<file path="config.mk">
export PLATFORM = sky130hd
export DESIGN_NAME = rolling_canonical_kmer_flat
export DESIGN_NICKNAME = d
export VERILOG_FILES = /design/src/sv/rck_pkg.sv /design/src/sv/rck_in_if.sv /design/src/sv/rck_out_if.sv /design/src/sv/rck_letter_src.sv /design/src/sv/rck_cell.sv /design/src/sv/rolling_canonical_kmer.sv /design/src/flat_wrapper.sv
export SDC_FILE = /design/constraint.sdc
export NUM_CORES = 1
export LEC_CHECK = 0
export CAP_MARGIN = 10
export CORE_ASPECT_RATIO = 1.2
export CORE_MARGIN = 2
export CORE_UTILIZATION = 60
export DETAILED_ROUTE_END_ITERATION = 8
export DONT_BUFFER_PORTS = 1
export GPL_TIMING_DRIVEN = 1
export MAX_ROUTING_LAYER = met4
export PLACE_DENSITY = 0.76
export SYNTH_ARGS = -nofsm -noshare
export SYNTH_HDL_FRONTEND = slang
export SYNTH_SLANG_ARGS = --single-unit
</file>
<file path="constraint.sdc">
create_clock -name i_clk -period 9.9 [get_ports i_clk]
set_input_delay 0.495 -clock i_clk [delete_from_list [all_inputs] [get_ports i_clk]]
set_output_delay 0.495 -clock i_clk [all_outputs]
set_load 0.05 [all_outputs]
</file>
<file path="src/sv/rck_pkg.sv">
// shared types and constants for the rolling canonical k-mer block
package rck_pkg;

    localparam int WORD_W = 62;
    localparam int CODE_W = 2;
    localparam int K_W    = 5;
    localparam int BYTE_W = 8;
    localparam int CFG_W  = 5;
    localparam int IDX_W  = 2;
    localparam int MODE_W = 2;
    localparam int ENC_W  = 2;

    // register indexes on the configuration port
    localparam logic [IDX_W-1:0] CFG_KMER_SIZE       = 2'd0;
    localparam logic [IDX_W-1:0] CFG_OUTPUT_MODE     = 2'd1;
    localparam logic [IDX_W-1:0] CFG_LETTER_ENCODING = 2'd2;

    // output selection
    localparam logic [MODE_W-1:0] MODE_DIRECT  = 2'd0;
    localparam logic [MODE_W-1:0] MODE_REVCOMP = 2'd1;
    localparam logic [MODE_W-1:0] MODE_MIN     = 2'd2;

    // letter encodings
    localparam logic [ENC_W-1:0] ENC_ASCII  = 2'd0;
    localparam logic [ENC_W-1:0] ENC_CODE   = 2'd1;
    localparam logic [ENC_W-1:0] ENC_PACKED = 2'd2;

    // packed letter slots
    localparam logic [1:0] SLOT_FIRST = 2'd0;
    localparam logic [1:0] SLOT_SECOND = 2'd1;
    localparam logic [1:0] SLOT_THIRD = 2'd2;
    localparam logic [1:0] SLOT_LAST  = 2'd3;

    // complement of a 2-bit letter code
    localparam logic [CODE_W-1:0] COMP_MASK = 2'b10;

    localparam logic [K_W-1:0] K_RESET = 5'd31;

    // one letter handed from the input stage to the cell row
    typedef struct packed {
        logic              valid;
        logic [CODE_W-1:0] code;
        logic              flush;
        logic              last;
    } t_letter;

    // control broadcast to every cell
    typedef struct packed {
        logic              shift;
        logic              flush;
        logic              clear;
        logic [CODE_W-1:0] code;
        logic [K_W-1:0]    k;
    } t_cell_ctl;

endpackage

</file>
<file path="src/sv/rck_in_if.sv">
// input channel carrying one symbol byte per transaction
interface rck_in_if;
    logic                       valid;
    logic                       ready;
    logic [rck_pkg::BYTE_W-1:0] symbol_byte;
    logic                       start_sequence;

    modport source(output valid, output symbol_byte, output start_sequence, input ready);
    modport sink(input valid, input symbol_byte, input start_sequence, output ready);
endinterface

</file>
<file path="src/sv/rck_out_if.sv">
// output channel carrying one k-mer result per transaction
interface rck_out_if;
    logic                       valid;
    logic                       ready;
    logic [rck_pkg::WORD_W-1:0] kmer_value;
    logic                       forward_smaller;
    logic                       last_of_item;

    modport source(output valid, output kmer_value, output forward_smaller,
                   output last_of_item, input ready);
    modport sink(input valid, input kmer_value, input forward_smaller,
                 input last_of_item, output ready);
endinterface

</file>
<file path="src/sv/rck_letter_src.sv">
// input holding stage that unpacks a symbol byte into one letter per cycle while i_take is high
module rck_letter_src (
    input  logic                         i_clk,
    input  logic                         i_rst_n,
    rck_in_if.sink                       i_sym,
    input  logic [rck_pkg::ENC_W-1:0]    i_enc,
    input  logic                         i_take,
    output rck_pkg::t_letter             o_letter
);

    logic                       r_valid;
    logic [rck_pkg::BYTE_W-1:0] r_byte;
    logic                       r_start;
    logic [1:0]                 r_slot;
    logic [rck_pkg::CODE_W-1:0] w_code;
    logic                       w_last;
    logic                       w_accept;

    // letter extraction for the current slot
    always_comb begin
        w_code = r_byte[1:0];
        w_last = 1'b1;
        case (i_enc)
            rck_pkg::ENC_ASCII: begin
                w_code = r_byte[2:1];
            end
            rck_pkg::ENC_PACKED: begin
                w_last = (r_slot == rck_pkg::SLOT_LAST);
                case (r_slot)
                    rck_pkg::SLOT_FIRST:  w_code = r_byte[7:6];
                    rck_pkg::SLOT_SECOND: w_code = r_byte[5:4];
                    rck_pkg::SLOT_THIRD:  w_code = r_byte[3:2];
                    default:              w_code = r_byte[1:0];
                endcase
            end
            default: begin
                w_code = r_byte[1:0];
            end
        endcase
    end

    assign o_letter.valid = r_valid;
    assign o_letter.code  = w_code;
    assign o_letter.flush = r_start && (r_slot == rck_pkg::SLOT_FIRST);
    assign o_letter.last  = w_last;

    // free again as the last letter of the held byte leaves
    assign i_sym.ready = !r_valid || (i_take && w_last);
    assign w_accept    = i_sym.valid && i_sym.ready;

    // holding register and slot counter
    always_ff @(posedge i_clk) begin
        if (!i_rst_n) begin
            r_valid <= 1'b0;
            r_slot  <= rck_pkg::SLOT_FIRST;
        end else if (w_accept) begin
            r_valid <= 1'b1;
            r_slot  <= rck_pkg::SLOT_FIRST;
        end else if (i_take) begin
            if (w_last) begin
                r_valid <= 1'b0;
            end else begin
                r_slot <= r_slot + 2'd1;
            end
        end
    end

    always_ff @(posedge i_clk) begin
        if (w_accept) begin
            r_byte  <= i_sym.symbol_byte;
            r_start <= i_sym.start_sequence;
        end
    end

endmodule

</file>
<file path="src/sv/rck_cell.sv">
// one letter position of the forward and reverse-complement words
module rck_cell #(
    parameter int Idx = 0
) (
    input  logic                              i_clk,
    input  logic                              i_rst_n,
    input  rck_pkg::t_cell_ctl                i_ctl,
    input  logic [rck_pkg::CODE_W-1:0]        i_fwd_low,
    input  logic [rck_pkg::CODE_W-1:0]        i_rev_high,
    output logic [rck_pkg::CODE_W-1:0]        o_fwd,
    output logic [rck_pkg::CODE_W-1:0]        o_rev,
    output logic [rck_pkg::CODE_W-1:0]        o_fwd_nxt,
    output logic [rck_pkg::CODE_W-1:0]        o_rev_nxt
);

    localparam logic [rck_pkg::K_W-1:0] Pos = rck_pkg::K_W'(Idx);

    logic                       w_fwd_ok;
    logic                       w_active;
    logic                       w_top;
    logic [rck_pkg::CODE_W-1:0] r_fwd;
    logic [rck_pkg::CODE_W-1:0] r_rev;

    assign w_active = (Pos < i_ctl.k);
    assign w_top    = (Pos == (i_ctl.k - rck_pkg::K_W'(1)));
    // the bottom cell takes the new letter, which a flush does not clear
    assign w_fwd_ok = (Idx == 0) || !i_ctl.flush;

    // shifted values: forward moves up, reverse moves down
    always_comb begin
        o_fwd_nxt = (w_active && w_fwd_ok) ? i_fwd_low : '0;
        if (w_top) begin
            o_rev_nxt = i_ctl.code ^ rck_pkg::COMP_MASK;
        end else if (w_active && !i_ctl.flush) begin
            o_rev_nxt = i_rev_high;
        end else begin
            o_rev_nxt = '0;
        end
    end

    always_ff @(posedge i_clk) begin
        if (!i_rst_n || i_ctl.clear) begin
            r_fwd <= '0;
            r_rev <= '0;
        end else if (i_ctl.shift) begin
            r_fwd <= o_fwd_nxt;
            r_rev <= o_rev_nxt;
        end
    end

    assign o_fwd = r_fwd;
    assign o_rev = r_rev;

endmodule

</file>
<file path="src/sv/rolling_canonical_kmer.sv">
// top level: rolling forward and reverse-complement k-mer over a row of letter cells
// the input stage holds each byte, and a completed k-mer is registered in the output register
// throughput: one letter per cycle through the cell row while the output is free, so one byte
// per cycle in ascii and code modes; a packed byte carries four letters (up to 4 results)
// the single output register takes one result per cycle; a stall holds the row
// reset (synchronous, active low): words and count cleared, k = 31, minimum mode, ascii
module rolling_canonical_kmer #(
    parameter int MAX_LETTERS = 32
) (
    input  logic                          i_clk,
    input  logic                          i_rst_n,
    rck_in_if.sink                        i_sym,
    rck_out_if.source                     o_kmer,
    input  logic                          i_cfg_we,
    input  logic [rck_pkg::IDX_W-1:0]     i_cfg_index,
    input  logic [rck_pkg::CFG_W-1:0]     i_cfg_data
);

    localparam int Cells = MAX_LETTERS - 1;
    localparam logic [rck_pkg::K_W-1:0] KMax = rck_pkg::K_W'(Cells);

    logic [rck_pkg::K_W-1:0]    r_kmer_size;
    logic [rck_pkg::MODE_W-1:0] r_mode;
    logic [rck_pkg::ENC_W-1:0]  r_enc;
    logic [rck_pkg::K_W-1:0]    r_seen;
    logic [rck_pkg::K_W-1:0]    n_seen;
    logic [rck_pkg::K_W-1:0]    w_base;
    logic [rck_pkg::K_W-1:0]    w_k;
    logic                       w_kmer_wr;
    logic                       w_take;
    logic                       w_emit;
    logic                       w_out_free;
    logic                       w_fwd_lt;
    rck_pkg::t_letter           w_let;
    rck_pkg::t_cell_ctl         w_ctl;

    logic [rck_pkg::CODE_W-1:0] w_cfwd     [Cells];
    logic [rck_pkg::CODE_W-1:0] w_crev     [Cells];
    logic [rck_pkg::CODE_W-1:0] w_cfwd_nxt [Cells];
    logic [rck_pkg::CODE_W-1:0] w_crev_nxt [Cells];
    logic [rck_pkg::WORD_W-1:0] w_fwd_nxt;
    logic [rck_pkg::WORD_W-1:0] w_rev_nxt;
    logic [rck_pkg::WORD_W-1:0] w_fwd_cur;
    logic [rck_pkg::WORD_W-1:0] w_sel;

    logic                       r_ov;
    logic [rck_pkg::WORD_W-1:0] r_kmer;
    logic                       r_fs;
    logic                       r_last;

    // configuration registers
    assign w_kmer_wr = i_cfg_we && (i_cfg_index == rck_pkg::CFG_KMER_SIZE);

    always_ff @(posedge i_clk) begin
        if (!i_rst_n) begin
            r_kmer_size <= rck_pkg::K_RESET;
            r_mode      <= rck_pkg::MODE_MIN;
            r_enc       <= rck_pkg::ENC_ASCII;
        end else if (i_cfg_we) begin
            case (i_cfg_index)
                rck_pkg::CFG_KMER_SIZE:       r_kmer_size <= i_cfg_data;
                rck_pkg::CFG_OUTPUT_MODE:     r_mode      <= i_cfg_data[rck_pkg::MODE_W-1:0];
                rck_pkg::CFG_LETTER_ENCODING: r_enc       <= i_cfg_data[rck_pkg::ENC_W-1:0];
                default: ;
            endcase
        end
    end

    // effective k: zero means one, capped at the number of cells
    always_comb begin
        if (r_kmer_size == '0) begin
            w_k = rck_pkg::K_W'(1);
        end else if (r_kmer_size > KMax) begin
            w_k = KMax;
        end else begin
            w_k = r_kmer_size;
        end
    end

    // input stage
    rck_letter_src u_src (
        .i_clk    (i_clk),
        .i_rst_n  (i_rst_n),
        .i_sym    (i_sym),
        .i_enc    (r_enc),
        .i_take   (w_take),
        .o_letter (w_let)
    );

    assign w_out_free = !r_ov || o_kmer.ready;
    assign w_take     = w_let.valid && w_out_free;

    // cell row control
    assign w_ctl.shift = w_take;
    assign w_ctl.flush = w_let.flush;
    assign w_ctl.clear = w_kmer_wr;
    assign w_ctl.code  = w_let.code;
    assign w_ctl.k     = w_k;

    for (genvar g = 0; g < Cells; g++) begin : g_cell
        logic [rck_pkg::CODE_W-1:0] w_low;
        logic [rck_pkg::CODE_W-1:0] w_high;

        if (g == 0) begin : g_bottom
            assign w_low = w_let.code;
        end else begin : g_mid_low
            assign w_low = w_cfwd[g-1];
        end
        if (g == Cells - 1) begin : g_top
            assign w_high = '0;
        end else begin : g_mid_high
            assign w_high = w_crev[g+1];
        end

        rck_cell #(.Idx(g)) u_cell (
            .i_clk      (i_clk),
            .i_rst_n    (i_rst_n),
            .i_ctl      (w_ctl),
            .i_fwd_low  (w_low),
            .i_rev_high (w_high),
            .o_fwd      (w_cfwd[g]),
            .o_rev      (w_crev[g]),
            .o_fwd_nxt  (w_cfwd_nxt[g]),
            .o_rev_nxt  (w_crev_nxt[g])
        );

        assign w_fwd_nxt[2*g+1:2*g] = w_cfwd_nxt[g];
        assign w_rev_nxt[2*g+1:2*g] = w_crev_nxt[g];
        assign w_fwd_cur[2*g+1:2*g] = w_cfwd[g];
    end

    if (2 * Cells < rck_pkg::WORD_W) begin : g_pad
        assign w_fwd_nxt[rck_pkg::WORD_W-1:2*Cells] = '0;
        assign w_rev_nxt[rck_pkg::WORD_W-1:2*Cells] = '0;
        assign w_fwd_cur[rck_pkg::WORD_W-1:2*Cells] = '0;
    end

    // letter count, saturating at k, restarted by a new sequence or a k-mer size write
    assign w_base = w_let.flush ? '0 : r_seen;
    assign n_seen = (w_base < w_k) ? (w_base + rck_pkg::K_W'(1)) : w_base;
    assign w_emit = (n_seen == w_k);

    always_ff @(posedge i_clk) begin
        if (!i_rst_n || w_kmer_wr) begin
            r_seen <= '0;
        end else if (w_take) begin
            r_seen <= n_seen;
        end
    end

    // compare and select on the shifted words
    assign w_fwd_lt = (w_fwd_nxt < w_rev_nxt);

    always_comb begin
        case (r_mode)
            rck_pkg::MODE_DIRECT:  w_sel = w_fwd_nxt;
            rck_pkg::MODE_REVCOMP: w_sel = w_rev_nxt;
            default:               w_sel = w_fwd_lt ? w_fwd_nxt : w_rev_nxt;
        endcase
    end

    // output register
    always_ff @(posedge i_clk) begin
        if (!i_rst_n) begin
            r_ov <= 1'b0;
        end else if (w_take && w_emit) begin
            r_ov <= 1'b1;
        end else if (o_kmer.ready) begin
            r_ov <= 1'b0;
        end
    end

    always_ff @(posedge i_clk) begin
        if (w_take && w_emit) begin
            r_kmer <= w_sel;
            r_fs   <= w_fwd_lt;
            r_last <= w_let.last;
        end
    end

    assign o_kmer.valid           = r_ov;
    assign o_kmer.kmer_value      = r_kmer;
    assign o_kmer.forward_smaller = r_fs;
    assign o_kmer.last_of_item    = r_last;

    // checks
    a_seen_bounded: assert property (@(posedge i_clk) disable iff (!i_rst_n)
        r_seen <= w_k)
        else $error("letter count above k");

    a_kmer_wr_clears: assert property (@(posedge i_clk) disable iff (!i_rst_n)
        w_kmer_wr |=> (r_seen == '0))
        else $error("k-mer size write did not restart the sequence");

    a_emit_shows: assert property (@(posedge i_clk) disable iff (!i_rst_n)
        (w_take && w_emit) |=> r_ov)
        else $error("completed k-mer not presented");

    a_fwd_masked: assert property (@(posedge i_clk) disable iff (!i_rst_n)
        (w_fwd_cur >> {w_k, 1'b0}) == '0)
        else $error("forward word has letters beyond k");

endmodule
</file>
<file path="src/flat_wrapper.sv">
// flat-port wrapper written by rule: the top's interface ports become plain ports
module rolling_canonical_kmer_flat 
#(
    parameter int MAX_LETTERS = 32
)
  (i_clk, i_rst_n, i_cfg_we, i_cfg_index, i_cfg_data, i_sym_valid, i_sym_symbol_byte, i_sym_start_sequence, i_sym_ready, o_kmer_valid, o_kmer_kmer_value, o_kmer_forward_smaller, o_kmer_last_of_item, o_kmer_ready);
  rck_in_if i_sym_i ();
  rck_out_if o_kmer_i ();
  input  logic i_clk;
  input  logic i_rst_n;
  input  logic i_cfg_we;
  input  logic [rck_pkg::IDX_W-1:0] i_cfg_index;
  input  logic [rck_pkg::CFG_W-1:0] i_cfg_data;
  input wire logic [$bits(i_sym_i.valid)-1:0] i_sym_valid;
  input wire logic [$bits(i_sym_i.symbol_byte)-1:0] i_sym_symbol_byte;
  input wire logic [$bits(i_sym_i.start_sequence)-1:0] i_sym_start_sequence;
  output wire logic [$bits(i_sym_i.ready)-1:0] i_sym_ready;
  output wire logic [$bits(o_kmer_i.valid)-1:0] o_kmer_valid;
  output wire logic [$bits(o_kmer_i.kmer_value)-1:0] o_kmer_kmer_value;
  output wire logic [$bits(o_kmer_i.forward_smaller)-1:0] o_kmer_forward_smaller;
  output wire logic [$bits(o_kmer_i.last_of_item)-1:0] o_kmer_last_of_item;
  input wire logic [$bits(o_kmer_i.ready)-1:0] o_kmer_ready;
  assign i_sym_i.valid = i_sym_valid;
  assign i_sym_i.symbol_byte = i_sym_symbol_byte;
  assign i_sym_i.start_sequence = i_sym_start_sequence;
  assign i_sym_ready = i_sym_i.ready;
  assign o_kmer_valid = o_kmer_i.valid;
  assign o_kmer_kmer_value = o_kmer_i.kmer_value;
  assign o_kmer_forward_smaller = o_kmer_i.forward_smaller;
  assign o_kmer_last_of_item = o_kmer_i.last_of_item;
  assign o_kmer_i.ready = o_kmer_ready;
  rolling_canonical_kmer #(.MAX_LETTERS(MAX_LETTERS)) u_core (.i_clk(i_clk), .i_rst_n(i_rst_n), .i_sym(i_sym_i), .o_kmer(o_kmer_i), .i_cfg_we(i_cfg_we), .i_cfg_index(i_cfg_index), .i_cfg_data(i_cfg_data));
endmodule
</file>
==> run metrics, run 1 <==
synth-to-layout area growth 8.09%; RSZ-0062 raised after global routing false; drc violations 0; relative slew slack 18.8%; placed cells 1401; share of layout cells above drive strength 1 5.25%; Clk pwr share 45.1%; Async S/R FF share, synth 0%; vias per cell 6.28; worst slew pin tran 1220 ps; crit-path max FO 31; synthesized flop and latch total 211; peak ir drop on the vdd network 148 uV; number of global-route vias before repair 8731; Most used DFF post-synth dfxtp_1; GPL Wtd Cong 0.939; setup TNS 0 ps; most frequent cells in the layout nor2_1 (222), dfxtp_1 (138), nand2_1 (115); hold buffers post-CTS 0; Clock transition at path regs 60 ps; Sw Pwr 494 uW; Routed WL 28100 um; Hold Crit Class input pin to register; CTS tree yes; dpl hpwl 18700 um; clock sinks 211; core footprint 18000 um^2; FILL cells 1480; Avg Cell Area, Syn 8.87 um^2; die extent in y 152 um; cell area after synthesis 11000 um^2; Diodes inserted 0; DR WL/cell 19.5 um; Worst Path Arrival 6190 ps; CP required 10130 ps; Reg power frac 46.1%; total die area 19400 um^2; number of port buffers 0; GRT Total Usage 29.7%; Skew-Pair Late Insertion Delay 520 ps; clock tree buffer depth 3; clock buffer count from CTS 23; Routed Antenna Nets 0; largest net degree at the start of global routing 122; Synth Instances 1239; area leader, netlist dfxtp_1; First-pass DRT Iterations 5; first-pass GRT wire length 45400 um; post-CTS setup buffer count 0; maxcap violations 0; sequential element share of the synthesized area 45.1%; post-route insts no fill 1443; Tcrit/Tclk final 60.2%; Ports 87; Final Hold Viols 0; Synth area leaders dfxtp_1 (25%), edfxtp_1 (20%), ha_1 (8.0%); drt first-iter violations 808; fmax 0.168 GHz; EDFF count, synth 73; PD cells 169 nW/um^2; min cycle time layout 5960 ps; H-tree depth 1; initial antenna violation count 0; post-layout util 65.9%; Syn. warnings 0; Comb pwr share 8.8%; Die W 128 um; Final Skew 19.3 ps; leakage power 5.10 nW; Yosys top cell area share 25.1%; clock root buffer clkbuf_16; vias after detailed routing 9059; Rows 54; Initial Util 60.9%; Worst Setup End Kind register; NumNets Final 1294; Pins Over Slew Limit 0; crit start category register; Final Setup Violations 0; Synthesized Nets 1330; Remaining Overflow, GRT 0; commonest non-fill, non-tap cell in the layout nor2_1; status completed; Switching Fraction 24.6%; cell-internal power 1.52 mW; post-cts sizing count 0; WS Path Type register to register; Yosys cell types 59
-- power groups by stage --
stage / clock, mW / sequential (mW) / combinational [mW]
floorplan: 0 / 0.937 / 0.134
global placement: 0 / 0.944 / 0.171
detailed placement: 0 / 0.944 / 0.173
CTS: 0.916 / 0.925 / 0.174
global route: 0.951 / 0.928 / 0.193
finish: 0.907 / 0.926 / 0.178
-- state kept, by name, indices dropped and copies added (netlist names) --
name,count
u_core.o_kmer.kmer_value,62
u_core.g_cell.u_cell.o_fwd,60
u_core.g_cell.u_cell.o_rev,60
u_core.u_src.r_byte,8
u_core.r_kmer_size,5
u_core.r_seen,5
u_core.r_enc,2
u_core.r_mode,2
u_core.u_src.r_slot,2
u_core.o_kmer.forward_smaller,1
u_core.o_kmer.last_of_item,1
u_core.o_kmer.valid,1
u_core.u_src.r_start,1
u_core.u_src.r_valid,1
-- final timing paths --
path | start | to | slack (ps) | depth (start not counted)
min reg2reg | u_core.g_cell[8].u_cell.o_fwd[1] | u_core.g_cell[8].u_cell.o_fwd[1] | 460 | 2
max reg2reg | u_core.u_src.r_slot[0] | u_core.o_kmer.kmer_value[25] | 3940 | 17
min | i_rst_n | u_core.r_mode[1] | 30 | 1
max | u_core.u_src.r_slot[0] | u_core.o_kmer.kmer_value[25] | 3940 | 17
-- per-stage QoR --
step	hold WS [ps]	setup slack (ps)	cell area (um^2)	total power, mW
6_report	33.2	3940	11900	2.01
5_1_grt	24.4	3730	11900	2.07
4_1_cts	24.2	4020	11900	2.02
3_3_place_gp	444	4290	11100	1.11
2_1_floorplan	436	5820	11000	1.07
3_5_place_dp	447	4080	11100	1.12
-- cell usage after synthesis, types with 2 or more instances --
library cell	n
nor2_1	223
dfxtp_1	138
nand2_1	115
a21oi_1	102
edfxtp_1	73
inv_1	72
ha_1	70
mux2i_1	67
a211oi_1	60
clkbuf_1	52
a31oi_1	29
a22oi_1	22
nand3_1	22
o21ai_0	20
nor3_1	15
nand4_1	14
a21o_1	13
o211ai_1	12
and2_1	11
a32oi_1	10
buf_1	9
nor2b_1	9
xnor2_1	7
buf_4	6
nand2b_1	6
and3_1	4
nand3b_1	4
a221o_1	3
buf_2	3
nor3b_1	3
nor4_1	3
o21a_1	3
or2_2	3
a2111oi_0	2
a211o_1	2
a21boi_0	2
a22o_1	2
and4_1	2
and4_4	2
buf_6	2
clkinv_1	2
o22ai_1	2
o31ai_1	2
-- area by class of cell --
type                       count  area [um^2]  share of cell area (%)
multi-input combinational    881         5490                    46.2
sequential                   211         4950                    41.7
clock buffer                  32          679                    5.72
inverter                      75          282                    2.37
tap                          224          280                    2.36
clock inverter                 9          123                    1.03
timing repair buffer          11         80.1                   0.674
-- critical path, cell delays in order (launching register included) --
cell	delay, ps
dfxtp_1	360
inv_1	100
ha_1	240
a22o_1	220
o31ai_1	230
a221o_1	770
clkinv_1	800
nor2_1	290
a31oi_1	100
ha_1	380
a2111oi_0	410
o21ai_0	170
o211ai_1	230
o211ai_1	200
o2bb2ai_1	260
o22ai_4	170
buf_4	530
mux2i_1	180
-- layer usage --
layer	track usage, %	part of all wire (%)
met1	37.1	41
met2	48.2	48
met3	5.48	7.3
met4	10.8	3.9
met5	-	0
-- kinds of logic (layout without fill, tap and decap cells) --
logic type | after synthesis | in the layout | synth area share, %
DFF | 211 | 211 | 45.1
buffers and inverters | 147 | 127 | 5.39
AOI/OAI and AO/OA | 294 | 294 | 17.4
and+or+nand+nor | 443 | 443 | 17.5
muxes | 67 | 67 | 6.10
xor gates and xnor gates | 7 | 7 | 0.558
adders and majority gates | 70 | 70 | 7.97
Power figures use the tool's default switching activity.
==> run 2, diff against run 1 <==
--- a/config.mk
+++ b/config.mk
@@ -5,10 +5,11 @@
 export SDC_FILE = /design/constraint.sdc
 export NUM_CORES = 1
 export LEC_CHECK = 0
+export ABC_AREA = 1
 export CAP_MARGIN = 10
 export CORE_ASPECT_RATIO = 1.2
 export CORE_MARGIN = 2
-export CORE_UTILIZATION = 60
+export CORE_UTILIZATION = 58
 export DETAILED_ROUTE_END_ITERATION = 8
 export DONT_BUFFER_PORTS = 1
 export GPL_TIMING_DRIVEN = 1
==> constraint.sdc (replaced) <==
create_clock -name i_clk -period 4.78 [get_ports i_clk]
set_input_delay 0.239 -clock i_clk [delete_from_list [all_inputs] [get_ports i_clk]]
set_output_delay 0.239 -clock i_clk [all_outputs]
set_load 0.05 [all_outputs]
==> run 2 against run 1 <==
Against the previous run: worst hold slack gained 33 ps; cell area grew 16%; final cell count grew 38%; critical path type unchanged.
==> run metrics, run 2 <==
Rows 58 (+7.4%); Async S/R FF share, synth 0% (unchanged); fmax 0.225 GHz (+34%); number of port buffers 0 (unchanged); post-layout util 65.2% (-0.66 points); Skew-Pair Late Insertion Delay 520 ps (about the same); Final Hold Viols 0 (unchanged); PD cells 383 nW/um^2 (+130%); synth-to-layout area growth 9.88%; Synthesized Nets 1804 (+36%); clock sinks 211 (unchanged); Die W 138 um (+8.3%); total die area 22800 um^2 (+17%); complex-gate fraction of the synthesized area 19.9% (+2.5 points); Adder-Cell Fraction of Synth Area 6.99% (-0.98 points); H-tree depth 1 (unchanged); sequential element share of the synthesized area 39.5% (-5.5 points); die extent in y 165 um (+8.4%); drt first-iter violations 1072 (+33%); Routed Antenna Nets 0 (unchanged); Worst Path Arrival 4690 ps (-1500 ps); core footprint 21100 um^2 (+17%); crit start category register; dpl ws 425 ps (-3660 ps); top cells by count, synth nand2_1 (329), inv_1 (253), nand3_1 (171); peak ir drop on the vdd network 299 uV (+100%); First-pass DRT Iterations 8 (+3); crit-path max FO 62 (+100%); first-pass GRT wire length 58200 um (+28%); Pins Over Slew Limit 0 (unchanged); Remaining Overflow, GRT 0 (unchanged); Tcrit/Tclk final 92.8% (+33 points); GRT Total Usage 31.9% (+2.2 points); maxcap violations 0 (unchanged); Synth Instances 1713 (+38%); synthesized flop and latch total 211 (unchanged); Final Skew 15.3 ps (-3.98 ps); Avg Cell Area, Syn 7.32 um^2 (-18%); EDFF count, synth 73 (unchanged); Power, Total 5.27 mW (+160%); max reg flops 62 (unchanged); Crit path top cell by count nand2_1; dpl hpwl 23500 um (+26%); Synth Area in Simple Gates 21.9% (+4.4 points); Syn. warnings 0 (unchanged); area leader, netlist dfxtp_1; Worst path max stage delay 560 ps (-240 ps); status completed; Hold Crit Class input pin to register; Yosys top cell area share 22.0% (-3.1 points); WS Path Type register to register; cell area after synthesis 12500 um^2 (+14%); Ports 87 (unchanged); NumNets Final 1791 (+38%); Final Setup Violations 0 (unchanged); largest net degree at the start of global routing 75 (-39%); setup TNS 0 ps (unchanged); initial antenna violation count 0 (unchanged); Most used DFF post-synth dfxtp_1; RSZ-0062 raised after global routing false; vias per cell 5.95 (-5.2%); number of global-route vias before repair 11429 (+31%); Worst path slowest cell nand2_1; clock root buffer clkbuf_16; drc violations 0 (unchanged); Clock transition at path regs 60 ps (about the same); xor and xnor area share after synthesis 0.210% (-0.35 points); Synth area leaders dfxtp_1 (22%), edfxtp_1 (17%), nand2_1 (9.9%); share of layout cells above drive strength 1 7.69% (+2.4 points); DR WL/cell 18.3 um (-6.4%); FF+latch area 4960 um^2 (about the same); CP Cell Sequence inv_1 -> ha_1 -> nand2_1 -> nand2_1 -> nor2_1 -> nand2_1 -> nand2_1 -> inv_1 -> buf_4 -> o21ai_1 -> ha_1 -> nand2_1 -> o21ai_0 -> a41oi_1 -> nand2_1 -> nand2_1 -> nand2_1 -> nand2_4 -> buf_12 -> nand3_1 -> nand3_1 -> nand2_1; clock tree buffer depth 3 (unchanged); clock buffer count from CTS 23 (unchanged); mux cell area share after synthesis 0% (-6.1 points); area of the multi-input gates 6180 um^2 (+13%); leakage power 6.66 nW (+31%); count leader, synth nand2_1; Diodes inserted 0 (unchanged); min cycle time layout 4440 ps (-1520 ps); Routed WL 36200 um (+29%); hold slack 66.5 ps (+33.3 ps); GPL Wtd Cong 0.931 (-0.84%); vias after detailed routing 11815 (+30%); relative slew slack 27.1% (+8.3 points); CTS tree yes; worst setup margin 343 ps (-3600 ps); Yosys cell types 42 (-29%); most frequent cells in the layout nand2_1 (329), inv_1 (251), nand3_1 (171); Initial Util 59.4% (-1.6 points); FILL cells 1817 (+23%); worst slew pin tran 1090 ps (-132 ps); commonest non-fill, non-tap cell in the layout nand2_1; dominant combinational cell family by area after synthesis simple AND/OR/NAND/NOR gates; CP required 5030 ps (-5100 ps); Worst Setup End Kind register
run 2: changes by cell type after synthesis, sizes merged, moves of 25 or more:
| cell | previous run | this run |
|---|---|---|
| a211oi | 61 | 1 |
| a21oi | 102 | 163 |
| inv | 73 | 274 |
| mux2i | 67 | 0 |
| nand2 | 115 | 336 |
| nand3 | 22 | 171 |
| nor2 | 223 | 83 |
| o211ai | 12 | 37 |
| o21ai | 20 | 175 |
run 2: routing by layer:
metal,GRT usage [%],vias to the layer above,part of all wire [%]
met3,4.87,100,7.2
met5,-,-,0
met4,12.4,0,3.2
met2,53.7,518,48
met1,38.9,5483,41
li1,-,5714,-
run 2: power breakdown:
group / internal, mW / switching [mW]
registers: 2.01 / 0.0555
logic: 0.468 / 0.904
clock network: 1.09 / 0.741
run 2: stage by stage:
step,instances,instance area (um^2)
2_1_floorplan,1713,12500
3_3_place_gp,1924,12800
3_5_place_dp,1924,12800
4_1_cts,1986,13800
5_1_grt,1986,13800
6_report,1986,13800
run 2: logic make-up (layout without fill, tap and decap cells):
family,count (synthesis),count (layout)
simple gates,624,624
compound gates,440,440
buf+inv,365,368
flops,211,211
fa+ha+maj,70,70
xor+xnor,3,3
run 2: final cells by class:
| type | instances | share of cell area [%] |
|---|---|---|
| tap | 270 | 2.45 |
| sequential | 211 | 36.0 |
| multi-input combinational | 1137 | 44.9 |
| timing repair buffer | 52 | 3.67 |
| inverter | 275 | 7.53 |
| clock inverter | 9 | 0.854 |
| clock buffer | 32 | 4.64 |
run 2: final timing paths:
kind / from / to / slack, ps / depth (start not counted)
max: u_core.u_src.r_slot[0] / u_core.o_kmer.kmer_value[44] / 340 / 22
min: i_cfg_we / u_core.r_mode[0] / 70 / 4
min reg2reg: u_core.g_cell[3].u_cell.o_rev[0] / u_core.g_cell[3].u_cell.o_rev[0] / 500 / 2
max reg2reg: u_core.u_src.r_slot[0] / u_core.o_kmer.kmer_value[44] / 340 / 22
run 2: critical path, delay by kind of cell, from the launching register on:
family / cells / cell delay (ps)
simple gates: 13 / 1660
flops: 1 / 370
buf+inv: 4 / 990
fa+ha+maj: 2 / 520
compound gates: 3 / 600
run 2: what timing repair did:
action                                  CTS  global route
setup buffers                             0             0
endpoints found under the setup margin    0            30
hold buffers                             21             0
gates resized for setup                   0             2
endpoints found under the hold margin    22             0
==> run 3, diff against run 2 <==
--- a/config.mk
+++ b/config.mk
@@ -5,10 +5,8 @@
 export SDC_FILE = /design/constraint.sdc
 export NUM_CORES = 1
 export LEC_CHECK = 0
-export ABC_AREA = 1
 export CAP_MARGIN = 10
 export CORE_ASPECT_RATIO = 1.2
-export CORE_MARGIN = 2
 export CORE_UTILIZATION = 58
 export DETAILED_ROUTE_END_ITERATION = 8
 export DONT_BUFFER_PORTS = 1
==> run 3 against run 2 <==
Against the previous run: register-to-register slack lost 160 ps; global-route usage shrank 1.3 points; core utilization grew 1.0 points; setup slack lost 160 ps; clock skew grew 2.2 ps; critical path depth shrank 9; via count shrank 22%; non-clock buffer count grew 2; count of clock-buffer cells in the layout grew 4; critical path type unchanged; largest cell class unchanged.
==> run metrics, run 3 (synthesized netlist as in run 1, its figures left out) <==
status completed; drc violations 0 (unchanged); worst slew pin tran 1170 ps (+84.5 ps); CTS tree yes; largest net degree at the start of global routing 109 (+45%); vias after detailed routing 9191 (-22%); dpl hpwl 20100 um (-15%); area of the multi-input gates 5500 um^2 (-11%); Worst Setup End Kind register; Final Setup Violations 0 (unchanged); Ports 87 (unchanged); GPL Wtd Cong 0.917 (-1.6%); FILL cells 1508 (-17%); share of layout cells above drive strength 1 6.43% (-1.3 points); maxcap violations 0 (unchanged); H-tree depth 1 (unchanged); drt first-iter violations 757 (-29%); Hold Crit Class input pin to register; total die area 19500 um^2 (-14%); peak ir drop on the vdd network 280 uV (-6.5%); core footprint 18400 um^2 (-13%); synth-to-layout area growth 10.8%; PD cells 320 nW/um^2 (-16%); dpl ws 157 ps (-268 ps); commonest non-fill, non-tap cell in the layout nor2_1; setup TNS 0 ps (unchanged); crit-path max FO 33 (-47%); NumNets Final 1336 (-25%); Initial Util 59.8% (+0.47 points); Diodes inserted 0 (unchanged); RSZ-0062 raised after global routing false; post-CTS setup buffer count 0 (unchanged); leakage power 5.23 nW (-21%); fmax 0.218 GHz (-3.4%); Routed Antenna Nets 0 (unchanged); hold slack 47.2 ps (-19.3 ps); Routed WL 28900 um (-20%); WS Path Type register to register; clock root buffer clkbuf_16; Pins Over Slew Limit 0 (unchanged); relative slew slack 22.0% (-5.1 points); number of port buffers 0 (unchanged); number of global-route vias before repair 8743 (-24%); clock buffer count from CTS 22 (-4.3%); First-pass DRT Iterations 5 (-3); max reg flops 62 (unchanged); initial antenna violation count 0 (unchanged); Clock transition at path regs 60 ps (about the same); Skew-Pair Late Insertion Delay 510 ps (about the same); Worst Path Arrival 4940 ps (+250 ps); clock sinks 211 (unchanged); clock tree buffer depth 3 (unchanged); worst setup margin 185 ps (-158 ps); Die W 128 um (-7.6%); die extent in y 153 um (-7.4%); GRT Total Usage 30.5% (-1.3 points); post-layout util 66.3% (+1.0 points); Final Skew 17.5 ps (+2.22 ps); DR WL/cell 19.1 um (+4.6%); Tcrit/Tclk final 96.1% (+3.3 points); Power, Total 3.89 mW (-26%); Final Hold Viols 0 (unchanged); crit start category register; Remaining Overflow, GRT 0 (unchanged); Rows 54 (-6.9%); FF+latch area 4950 um^2 (about the same); most frequent cells in the layout nor2_1 (222), dfxtp_1 (138), nand2_1 (115); first-pass GRT wire length 45800 um (-21%); vias per cell 6.08 (+2.2%); CP required 5130 ps (+100 ps); min cycle time layout 4590 ps (+158 ps)
## run 3: final cells by class
type                    instances  share of cell area (%)
multi-input cells             881                    45.1
clock inverters                 3                   0.113
well taps                     252                    2.59
inverters                      75                    2.31
repair buffers                 54                    4.02
flip-flops and latches        211                    40.7
clock buffers                  36                    5.13
## run 3: worst max-delay path, cell delays in order, from the launching register on
cell,delay (ps)
dfxtp_1,630
inv_1,170
nor2_1,490
nand3_1,280
a31oi_1,380
ha_1,380
a2111oi_0,410
o21ai_0,140
o211ai_1,230
o211ai_1,250
o2bb2ai_1,260
o22ai_4,220
buf_12,280
mux2i_1,270
## run 3: where the power goes
group / leakage (nW) / internal, mW / switching (mW)
clock: 0.308 / 0.888 / 0.678
combinational: 3.24 / 0.135 / 0.277
sequential: 1.68 / 1.89 / 0.0295
## run 3: through the flow
step	area (um^2)	instances
4_1_cts	12200	1512
3_3_place_gp	11300	1456
6_report	12200	1512
3_5_place_dp	11300	1456
2_1_floorplan	11000	1239
5_1_grt	12200	1512
## run 3: repair_timing
item                       CTS  global route
hold buffers                17             0
hold endpoints to repair    22             0
gates resized for setup      0             4
setup endpoints to repair    0            63
## run 3: final timing paths
check                                                      start                          endpoint  slack (ps)  cells past startpoint
worst min register to register  u_core.g_cell[8].u_cell.o_fwd[0]  u_core.g_cell[8].u_cell.o_fwd[0]         460                      2
worst max-delay path                       u_core.r_kmer_size[1]      u_core.o_kmer.kmer_value[27]         190                     13
worst max register to register             u_core.r_kmer_size[1]      u_core.o_kmer.kmer_value[27]         190                     13
worst min-delay path                                o_kmer_ready               u_core.o_kmer.valid          50                      2
## run 3: layer usage
metal,GRT usage (%),vias to the layer above,share of wire [%]
li1,-,4433,-
met5,-,-,0
met3,5.29,80,6.5
met1,37.9,4339,43
met4,12.7,0,3.8
met2,49.2,339,47
